===== src/rtl/assert_macros.svh =====
// Assertion macros shared by the ordered list engine RTL.
// Needs a signal named clock and a signal named reset in the including scope.
`ifndef ASSERT_MACROS_SVH
`define ASSERT_MACROS_SVH

// Property that must hold at every edge outside reset.
`define OLE_ASSERT(label, expr, msg) \
   label: assert property (@(posedge clock) disable iff (reset) (expr)) else $error(msg);

// Same-cycle implication.
`define OLE_ASSERT_IMPL(label, ante, cons, msg) \
   label: assert property (@(posedge clock) disable iff (reset) (ante) |-> (cons)) \
      else $error(msg);

// Next-cycle implication.
`define OLE_ASSERT_NEXT(label, ante, cons, msg) \
   label: assert property (@(posedge clock) disable iff (reset) (ante) |=> (cons)) \
      else $error(msg);

`endif


===== src/rtl/ole_pkg.sv =====
// Package for the ordered list engine: field widths, operation and status codes,
// cell command struct and controller states. No dependencies.
`timescale 1ns / 1ps
`default_nettype none

package ole_pkg;

   localparam int CAPACITY_DEFAULT = 64;
   localparam int FUNC_W           = 3;
   localparam int INDEX_W          = 7;
   localparam int VALUE_W          = 32;
   localparam int STATUS_W         = 2;
   localparam int COUNT_W          = 7;
   localparam int GROUP_SIZE       = 32;

   typedef enum logic [FUNC_W-1:0] {
      FUNC_INSERT      = 3'd0,
      FUNC_DELETE      = 3'd1,
      FUNC_SEARCH      = 3'd2,
      FUNC_APPEND      = 3'd3,
      FUNC_REMOVE_LAST = 3'd4
   } func_type;

   typedef enum logic [STATUS_W-1:0] {
      STATUS_OK        = 2'd0,
      STATUS_BAD_INDEX = 2'd1,
      STATUS_EMPTY     = 2'd2,
      STATUS_FULL      = 2'd3
   } status_type;

   typedef enum logic [1:0] {
      CELL_HOLD,
      CELL_INSERT,
      CELL_DELETE,
      CELL_SEARCH
   } cell_op_type;

   typedef struct packed {
      cell_op_type               op;
      logic signed [VALUE_W-1:0] value;
   } cell_cmd_type;

   typedef enum logic [1:0] {
      ST_IDLE,
      ST_GROUP,
      ST_FOUND,
      ST_DELIVER
   } state_type;

endpackage

`default_nettype wire


===== src/rtl/ole_hit_reduce.sv =====
// Registered two-level OR tree over the per-cell match flags.
// Depends on ole_pkg for the group size.
`timescale 1ns / 1ps
`default_nettype none

module ole_hit_reduce #(
   parameter int CAPACITY = ole_pkg::CAPACITY_DEFAULT
) (
   input  wire                  clock,
   input  wire [CAPACITY-1:0]   hits,
   output logic                 found
);

   localparam int GS     = ole_pkg::GROUP_SIZE;
   localparam int GROUPS = (CAPACITY + GS - 1) / GS;

   logic [GROUPS-1:0] group_ff, group_in;
   logic              found_ff;

   for (genvar g = 0; g < GROUPS; g++) begin : g_group
      localparam int LO = g * GS;
      localparam int HI = ((LO + GS) < CAPACITY) ? (LO + GS - 1) : (CAPACITY - 1);
      assign group_in[g] = |hits[HI:LO];
   end

   always_ff @(posedge clock) begin
      group_ff <= group_in;
      found_ff <= |group_ff;
   end

   assign found = found_ff;

endmodule

`default_nettype wire


===== config.mk =====
export PLATFORM = sky130hd
export DESIGN_NAME = ole_hit_reduce
export DESIGN_NICKNAME = d
export VERILOG_FILES = /design/src/rtl/assert_macros.svh /design/src/rtl/ole_pkg.sv /design/src/rtl/ole_hit_reduce.sv
export SDC_FILE = /design/constraint.sdc
export NUM_CORES = 1
export LEC_CHECK = 0
export BUFFER_PORTS_ARGS = -buffer_cell sky130_fd_sc_hd__buf_2
export CORE_MARGIN = 2
export CORE_UTILIZATION = 16
export CTS_CLUSTER_SIZE = 24
export DETAILED_ROUTE_END_ITERATION = 10
export GPL_ROUTABILITY_DRIVEN = 0
export PLACE_DENSITY_LB_ADDON = 0.3
export SETUP_SLACK_MARGIN = 0.05
export SLEW_MARGIN = 15
export SYNTH_ARGS = -nofsm -noshare
export SYNTH_HDL_FRONTEND = slang
export SYNTH_SLANG_ARGS = --single-unit

===== constraint.sdc =====
create_clock -name clock -period 0.8 [get_ports clock]
set_input_delay 0.04 -clock clock [delete_from_list [all_inputs] [get_ports clock]]
set_output_delay 0.04 -clock clock [all_outputs]
set_load 0.02 [all_outputs]

== Word-level counts from Yosys, hierarchy flattened ==
Index checks and enable logic that the tools add are counted.

* Reduce and logical (&&, ||, !) cells: 3

{| class="wikitable"
|+ Operators by type and width
! cell !! number
|-
| OR reduction 32 bit || 2
|-
| OR reduction 2 bit || 1
|}

* Register bits: 3
* Bits of input ports: 65
* Output and inout bits: 1
* Logic and storage cells: 5

== Longest topological paths before layout ==
* Depth after elaboration: 1
* Mapped depth: 3
* Depth with buffers taken out: 3

== Worst setup path before layout ==
Ideal clock, no wire load.

* Path type: input -> register
* Start point: input hits[28]
* End point: register group_ff[0]
* Library setup time: 0.120 ns
* Arrival time: 0.601 ns
* Required time: 0.680 ns
* Path slack: 0.079 ns
* Stages: 3
* Buffers on the path: 0
* Path through: nor4_1 nand4_1 or2_1

* Cells in the longest elaborated chain, start to end: 1

{| class="wikitable"
|+ RTL lines
! item !! RTL line !! source
|-
| from (decl) || ole_hit_reduce.sv:10 || <nowiki>input wire [CAPACITY-1:0] hits,</nowiki>
|-
| OR reduction 32 bit || ole_hit_reduce.sv:23 || <nowiki>assign group_in[g] = |hits[HI:LO];</nowiki>
|-
| named net group_in[0] || ole_hit_reduce.sv:17 || <nowiki>logic [GROUPS-1:0] group_ff, group_in;</nowiki>
|-
| to (signal assigned) || ole_hit_reduce.sv:27 || <nowiki>group_ff <= group_in;</nowiki>
|-
| to (decl) || ole_hit_reduce.sv:17 ||
|}

The timed path passes the listed nets, and every way through them passes these cells.

== Final worst setup path ==
* Start point: register found_ff (netlist: found)
* End point: output found

{| class="wikitable"
|+ RTL lines
! item !! RTL line !! source
|-
| from (decl) || ole_hit_reduce.sv:18 || <nowiki>logic found_ff;</nowiki>
|-
| from (signal assigned) || ole_hit_reduce.sv:28 || <nowiki>found_ff <= |group_ff;</nowiki>
|-
| to (decl) || ole_hit_reduce.sv:11 || <nowiki>output logic found</nowiki>
|}

No word-level cell between the ends.

==> flow_metrics.py <==
metrics = {
    "synthesis": {
        "syn_avg_cell_area_sq_um": 8.33,
        "synth_fp_nets": 91,
        "syn_area_sq_um": 216,
        "synth.distinct_cells": 6,
        "ys_ff_latch": 3,
        "yosysSeqAreaShare_pct": 27.7,
        "syn_inst": 26,
        "yosys_warnings": 0,
    },
    "cells_and_area": {
        "final_util_pct": 45.9,
        "fill_cells": 135,
        "drive_gt1_share_pct": 74.7,
        "nNetsFinal": 161,
        "n_antenna_cell": 0,
        "syn_to_final_growth_pct": 172,
    },
    "setup_path": {
        "timing.critical_path.buf_inv": 1,
        "crit_family": "flip-flops",
        "max_stage_delay_ns": 0.29,
        "crit_type": "reg -> out",
        "crit_required_ns": 0.76,
        "critPathLaunchType": "register",
        "critPathSlowestCell": "dfxtp_1",
        "ff2ff_path_depth": 1,
        "setup.worst_path.end": "found",
        "path_depth": 1,
        "endpoint_kind": "output pin",
        "r2r-end": "found",
        "reg2reg_slack_ns": 0.12,
        "path_cells": "buf_4",
        "arrival_ns": 0.67,
        "cp_max_fo": 1,
        "cp-startpoint": "found",
        "r2r-start": "group_ff[1]",
    },
    "clock_network": {
        "htreeDepth": 1,
        "cts_inserted_buffers": 3,
        "cts_sinks": 3,
        "clock_latency_ns": 0.23,
        "clk_pin_slew_ns": 0.04,
        "cts_tree": "yes",
        "cts.path.max_buffers": 2,
        "cts_root_buf": "clkbuf_4",
    },
    "sta": {
        "rsz0062_at_grt": "false",
        "fin_ws_ns": 0.0925,
        "min_period_ns": 0.708,
        "tns_ns": 0,
        "maxSlewHeadroom_pct": 81.2,
        "hold_violations": 0,
        "timing.fmax_ghz": 1.41,
        "skew_ns": 0.000433,
        "fin_crit_sh_pct": 88.4,
        "tightest_slew_ns": 0.279,
        "setup-violations-final": 0,
        "slew_violations": 0,
    },
    "drt": {
        "drt-initial-drc-count": 3,
        "wirelength_um": 1170,
        "dr_total_vias": 524,
        "vias_per_cell": 4.76,
        "wl_per_cell_um": 10.6,
        "ant_nets": 0,
        "drc": 0,
        "dr.pass1.iters": 2,
    },
    "outcome": {
        "status": "completed",
    },
    "global_routing": {
        "grt_pass1_wl_um": 1550,
        "grt_pass1_vias": 501,
        "grtUsageTotal_pct": 15.1,
        "grt-ovfl-total": 0,
        "grt_max_degree": 3,
        "antenna_found_initial": 0,
    },
    "die": {
        "rows": 13,
        "dieHeight_um": 40.8,
        "initial_core_util_pct": 16.8,
        "core_sq_mm": 0.00128,
        "dieArea_sq_mm": 0.00166,
        "ios": 66,
        "fp.dieW_um": 40.8,
    },
    "placed_design": {
        "pre_cts_ws_ns": -0.126,
        "port_buffers": 65,
    },
    "job": {
        "maxCapViolCount": 0,
    },
    "hold_path": {
        "hold_path.class": "in -> reg",
        "hp-start": "hits[18]",
    },
    "power": {
        "worst_ir_drop_vdd_mv": 0.754,
        "p_per_area_mw_per_mm2": 1000,
        "leakagePower_uw": 0.000306,
    },
}
[flip-flops by register name (all words and copies together) (netlist names)]
name      cells
group_ff      2
found         1
[Yosys cell counts, drive strengths merged]
master  count  area, sq um
nor4       16          113
nand4       4         25.0
or2         3         18.8
dfxtp       3         60.1
[layout make-up]
cell class                      count  area, sq um  area share [%]
Clock buffer                        4         26.3            4.46
Sequential cell                     3         60.1            10.2
Multi-Input combinational cell     23          156            26.5
Tap cell                           15         18.8            3.18
Timing Repair Buffer               65          328            55.6
[kinds of logic after synthesis]
kind of cell | synth area share (%)
flops | 27.7
simple gates | 72.2
[power breakdown]
part	internal [uW]	switching, uW	total [uW]
logic	119	54.3	173
registers	150	0.0000000165	150
clock network	187	80.9	268
[cells in the final DEF (no fill, tap or decap)]
cell type,n
clkbuf_4,3
dfxtp_1,3
nor4_1,14
nand4_1,4
buf_4,1
buf_2,64
or2_2,1
nor4_2,2
or2_1,2
clkbuf_1,1
[timing repair]
action                                  4_1_cts  5_1_grt
setup buffers                                 0        0
hold buffers                                  0        0
endpoints found under the setup margin        0        1
gates resized for setup                       0        1
[stage by stage]
step | cells | cell area (sq um) | hold WS, ns | total power, uW
after floorplan | 26 | 216 | 0.213 | 169
after global placement | 106 | 561 | 0.319 | 326
after detailed placement | 106 | 561 | 0.323 | 329
after CTS | 110 | 587 | 0.0719 | 616
after global routing | 110 | 589 | 0.0869 | 652
final | 110 | 589 | 0.0768 | 592
[worst min-delay path by stage]
stage	endpoint	depth (start not counted)	slack (ns)
5_1_grt	group_ff[0]	4	0.09
2_1_floorplan	group_ff[0]	3	0.21
4_1_cts	group_ff[0]	4	0.07
3_3_place_gp	group_ff[0]	4	0.32
3_5_place_dp	group_ff[0]	4	0.32
6_report	group_ff[0]	4	0.08
[routing by layer]
layer  wire length [um]  share of wire [%]  global-route usage, %
met5                  0                  0                      0
met4                 11               0.94                   5.00
met3                268                 23                   8.70
met2                597                 51                   33.6
met1                287                 25                   8.71
Power figures use the tool's default switching activity.
