$ cat src/rtl/assert_macros.svh
// Assertion macros shared by the ordered list engine RTL.
// Needs a signal named clock and a signal named reset in the including scope.
`ifndef ASSERT_MACROS_SVH
`define ASSERT_MACROS_SVH

// Property that must hold at every edge outside reset.
`define OLE_ASSERT(label, expr, msg) \
   label: assert property (@(posedge clock) disable iff (reset) (expr)) else $error(msg);

// Same-cycle implication.
`define OLE_ASSERT_IMPL(label, ante, cons, msg) \
   label: assert property (@(posedge clock) disable iff (reset) (ante) |-> (cons)) \
      else $error(msg);

// Next-cycle implication.
`define OLE_ASSERT_NEXT(label, ante, cons, msg) \
   label: assert property (@(posedge clock) disable iff (reset) (ante) |=> (cons)) \
      else $error(msg);

`endif

$ cat src/rtl/ole_pkg.sv
// Package for the ordered list engine: field widths, operation and status codes,
// cell command struct and controller states. No dependencies.
`timescale 1ns / 1ps
`default_nettype none

package ole_pkg;

   localparam int CAPACITY_DEFAULT = 64;
   localparam int FUNC_W           = 3;
   localparam int INDEX_W          = 7;
   localparam int VALUE_W          = 32;
   localparam int STATUS_W         = 2;
   localparam int COUNT_W          = 7;
   localparam int GROUP_SIZE       = 32;

   typedef enum logic [FUNC_W-1:0] {
      FUNC_INSERT      = 3'd0,
      FUNC_DELETE      = 3'd1,
      FUNC_SEARCH      = 3'd2,
      FUNC_APPEND      = 3'd3,
      FUNC_REMOVE_LAST = 3'd4
   } func_type;

   typedef enum logic [STATUS_W-1:0] {
      STATUS_OK        = 2'd0,
      STATUS_BAD_INDEX = 2'd1,
      STATUS_EMPTY     = 2'd2,
      STATUS_FULL      = 2'd3
   } status_type;

   typedef enum logic [1:0] {
      CELL_HOLD,
      CELL_INSERT,
      CELL_DELETE,
      CELL_SEARCH
   } cell_op_type;

   typedef struct packed {
      cell_op_type               op;
      logic signed [VALUE_W-1:0] value;
   } cell_cmd_type;

   typedef enum logic [1:0] {
      ST_IDLE,
      ST_GROUP,
      ST_FOUND,
      ST_DELIVER
   } state_type;

endpackage

`default_nettype wire

$ cat src/rtl/ole_cell.sv
// One list cell: holds a single entry, shifts with its neighbors on insert/delete
// and flags a match on search. Depends on ole_pkg.
`timescale 1ns / 1ps
`default_nettype none

module ole_cell #(
   parameter int CELL_POS = 0,
   parameter int IDX_W    = 6,
   parameter int CNT_W    = 7
) (
   input  wire                                  clock,
   input  wire ole_pkg::cell_cmd_type           cmd,
   input  wire [IDX_W-1:0]                      cmd_pos,
   input  wire [CNT_W-1:0]                      count,
   input  wire signed [ole_pkg::VALUE_W-1:0]    left_data,
   input  wire signed [ole_pkg::VALUE_W-1:0]    right_data,
   output logic signed [ole_pkg::VALUE_W-1:0]   data,
   output logic                                 hit
);

   localparam logic [IDX_W-1:0] MY_POS = IDX_W'(CELL_POS);
   localparam logic [CNT_W-1:0] MY_CNT = CNT_W'(CELL_POS);

   logic signed [ole_pkg::VALUE_W-1:0] data_ff, data_in;
   logic                               hit_ff, hit_in;

   always_comb begin
      data_in = data_ff;
      hit_in  = hit_ff;
      case (cmd.op)
         ole_pkg::CELL_INSERT: begin
            hit_in = 1'b0;
            if (MY_POS > cmd_pos) begin
               data_in = left_data;
            end else if (MY_POS == cmd_pos) begin
               data_in = cmd.value;
            end
         end
         ole_pkg::CELL_DELETE: begin
            hit_in = 1'b0;
            if (MY_POS >= cmd_pos) begin
               data_in = right_data;
            end
         end
         ole_pkg::CELL_SEARCH: begin
            // only occupied positions may report a match
            hit_in = (MY_CNT < count) && (data_ff == cmd.value);
         end
         default: begin
            // hold keeps the last match so the reduction tree sees a stable vector
         end
      endcase
   end

   always_ff @(posedge clock) begin
      data_ff <= data_in;
      hit_ff  <= hit_in;
   end

   assign data = data_ff;
   assign hit  = hit_ff;

endmodule

`default_nettype wire

$ cat config.mk
export PLATFORM = sky130hd
export DESIGN_NAME = ole_cell
export DESIGN_NICKNAME = d
export VERILOG_FILES = /design/src/rtl/assert_macros.svh /design/src/rtl/ole_pkg.sv /design/src/rtl/ole_cell.sv
export SDC_FILE = /design/constraint.sdc
export NUM_CORES = 1
export LEC_CHECK = 0
export BUFFER_PORTS_ARGS = -buffer_cell sky130_fd_sc_hd__buf_2
export CAP_MARGIN = 20
export CORE_UTILIZATION = 40
export CTS_BUF_LIST = sky130_fd_sc_hd__clkbuf_4
export DETAILED_ROUTE_END_ITERATION = 10
export PLACE_DENSITY = 0.82
export SLEW_MARGIN = 20
export SYNTH_ARGS = -nofsm -noshare
export SYNTH_HDL_FRONTEND = slang
export SYNTH_SLANG_ARGS = --single-unit
export TNS_END_PERCENT = 100
$ cat constraint.sdc
create_clock -name clock -period 2.8 [get_ports clock]
set_clock_uncertainty 0.05 [all_clocks]
set_input_delay 0.56 -clock clock [delete_from_list [all_inputs] [get_ports clock]]
set_output_delay 0.56 -clock clock [all_outputs]
set_load 0.005 [all_outputs]
# Yosys cells after proc, flatten, opt, wreduce, memory -nomap -nowiden
# Cells that the tools add are included.
# op_classes
reduce_logical,6
n_mux,5
eq_ne,6
n_lt_le_gt_ge,3
# op_table
cell,count
$mux W32,3
$pmux W32 S2,1
$eq A32 B32 Y1,1
$lt A1 B7 Y1 const A,1
$ge A1 B6 Y1 const A,1
$gt A1 B6 Y1 const A,1
$logic_not A6 Y1,1
$eq A2 B2 Y1 const B,2
$reduce_bool A2 Y1,2
$ne A3 B3 Y1 const B,1
$reduce_and A3 Y1,1
$eq A2 B1 Y1 const B,1
$ne A2 B2 Y1 const B,1
$pmux W1 S2,1
$reduce_or A2 Y1,1
$logic_and A1 B1 Y1,1
# totals
inputBits,112
regBits,33

# Longest topological paths before layout
# depth
depth_word,4
depth_mapped,6
mapped_depth_nobuf,4

# Worst setup path before layout
# Ideal clock, no wire load.
# synth_timing
kind,input to register
startpoint,input cmd_pos[3]
endpoint,"register data_ff, in the netlist data[0] (enable)"
required_ns,2.358
arrival_ns,2.102
cell_stages,3
path_buffers,0
slack_ns,0.256
cell_sequence,or4_1 > o32ai_1 > and2_1
# synth_via
elab_chain_cells,3
word_cells_on_any_way,6
classes_between,2 x order compare; 2 x eq/ne; 2 x reduce/logical
# synth_lines
element,line,text
from (decl),ole_cell.sv:13,"input wire [IDX_W-1:0] cmd_pos,"
$gt A1 B6 Y1 (tied with other cells),ole_cell.sv:33,if (MY_POS > cmd_pos) begin
$ne A3 B3 Y1 (no line) / $ne A2 B2 Y1 (equally long branches),--,
$reduce_and A3 Y1 (no line) (*),--,
to (signal assigned),ole_cell.sv:56,data_ff <= data_in;
to (decl),ole_cell.sv:24,"logic signed [ole_pkg::VALUE_W-1:0] data_ff, data_in;"
# Mark *: on every way between the ends. The rest lies on a longest branch, timed or not.
# A chain may end at the register's enable or synchronous reset.

# Final worst setup path
# layout_timing
startpoint,input cmd_pos[3]
endpoint,"register data_ff, in the netlist data[18] (enable)"
# Same word-level chain as after synthesis.

==> results.md <==
- Pin count of the biggest net entering global routing: 24
- Share of cells above drive strength 1: 0.634
- Total Routing Usage GR: 0.170
- Die Wd: 69.5 um
- Leakage dissipation: 0.00112 uW
- Synth Warn #: 0
- Status: finished, final reports clean
- Number of port buffers: 112
- Share of the synthesized area in the top cell type: 0.544
- Most frequent cells in the layout: buf_2, edfxtp_1, mux2_2
- WL/cell: 13.4 um
- Post-synthesis sequential area ratio: 0.544
- # resized after CTS: 0
- Nets: 361
- Headroom to the max-slew limit: 0.712
- Final setup vio count: 0
- Area added between synthesis and finish: 38.0%
- Top cells by area, synth: edfxtp_1, mux2_2, xor2_1
- Routed vias: 1,442
- Period Utilization, post-route: 0.709
- Post-Layout Cell Count: 298
- Syn_nets: 242
- Clock buffer depth: 2
- Core area: 4350 um^2
- # diodes: 0
- TritonCTS Buffers: 5
- Pre-Repair DR Iteration Count: 4
- Vias per inst: 4.84
- Nature of the critical path endpoint: register
- RSZ-0062 raised after global routing: false
- Minimum clock period: 1980 ps
- Hpwl dp: 3240 um
- #FFs+latches synth: 33
- Syn_area_per_cell: 14.4 um^2
- Fin util: 0.577
- CTS sink cnt: 33
- Total chip power: 1190 uW
- CTS tree: built
- Worst Tran Pin Value: 428 ps
- Max Slew Vio Count: 0
- CP max FO: 23
- Clock Latency Late Sink: 330 ps
- Initial DRC Count: 38
- Most common cell after layout, fill and taps aside: buf_2
- Routed WL: 3980 um
- Dominant cell type by area after synthesis: edfxtp_1
- Vias in the first global route: 1,498
- Die height: 69.5 um
- Worst Hold Class: in -> reg
- Inst Count DP: 290
- Syn Std Cell Area: 1820 um^2
- Post-CTS Setup Bufs: 0
- Row count: 24
- Clock root cell: clkbuf_4
- I/O pin count: 145
- Initial Utilization: 0.418
- Maximum vdd drop: 0.306 mV
- Pwr/cell area: 472 nW/um^2
- Final hold violations: 0
- Grt ovf: 0
- Die footprint: 4820 um^2
- Fmax: 0.504 GHz
- WP data arrival: 1950 ps
- First-pass GRT wire length: 6440 um
- Max-Cap Viols: 0
- Startpoint class of the critical path: primary input
- Setup_tns: 0 ps
- Residual DRC count: 0
- CTS Hold Bufs: 0
- Finished Cell Area: 2510 um^2
- Placed cell areas: 2460 um^2
- Clk pin slew, worst setup/hold paths: 100 ps
- GPL Wtd Cong: 0.784
- Required @ worst endpoint: 2760 ps
- Initial antenna violation count: 0
- Crit path kind: in -> reg
- Library cells used by synthesis: 16
- Syn Inst Count: 126
- H-Tree Depth: 2
- Final ANT Viol Nets: 0
-- cell families (layout without fill, tap and decap cells) --
kind of cell               Yosys count  in the layout  share of synthesized area
adders and majority gates            4              4                     0.0275
DFF                                 33             33                      0.544
xor gates and xnor gates            32             32                      0.154
buffers and inverters                7            127                     0.0165
muxes                               32             32                      0.198
and+or+nand+nor                     17             17                     0.0550
AOI/OAI and AO/OA                    1              1                    0.00481
-- Yosys cell counts --
| cell type | number |
|---|---|
| clkbuf_1 | 1 |
| xnor2_1 | 1 |
| ha_1 | 4 |
| buf_2 | 3 |
| edfxtp_1 | 33 |
| nor3_1 | 3 |
| xor2_1 | 31 |
| nand2_1 | 1 |
| nand3_1 | 1 |
| inv_1 | 3 |
| nand4_1 | 2 |
| nor4_1 | 8 |
| or4_1 | 1 |
| and2_1 | 1 |
| o32ai_1 | 1 |
| mux2_2 | 32 |
-- stage by stage --
stage	hold WS [ps]	setup slack, ps
after global routing	455	758
after floorplan	655	256
final	473	816
after detailed placement	673	438
after global placement	676	496
after CTS	456	804
-- worst max-delay path, stage by stage --
cell	delay [ps]
buf_2	90
or4_1	520
o32ai_1	260
and2_1	190
buf_4	310
-- path summary, 6_finish.rpt --
check / to / slack, ps / depth (start not counted) / startpoint
setup / recovery: data[18] / 820 / 5 / cmd_pos[3]
hold / removal: data[26] / 470 / 2 / right_data[26]
setup reg to reg: hit / 1250 / 4 / data[14]
hold reg to reg: hit / 660 / 3 / data[19]
-- layer usage --
metal	global-route usage	part of all wire
met5	0	0
met3	0.0494	0.069
met1	0.186	0.39
met4	0.0612	0.018
met2	0.311	0.52
-- cell type report --
type	count	area, um^2
clock inverter	2	10.0
clock buffer	6	45.0
inverter	3	11.3
sequential	33	991
multi-input combinational	86	800
fill	384	1840
tap	52	65.1
timing repair buffer	116	591
-- flip-flops by register name, summed over array words and instances (netlist names) --
name	cells
data	32
hit	1
-- power breakdown --
| group | switching (uW) | internal [uW] |
|---|---|---|
| registers | 37.7 | 618 |
| clock network | 157 | 105 |
| logic | 117 | 150 |
| total | 312 | 873 |
(Power assumes the default switching activity.)
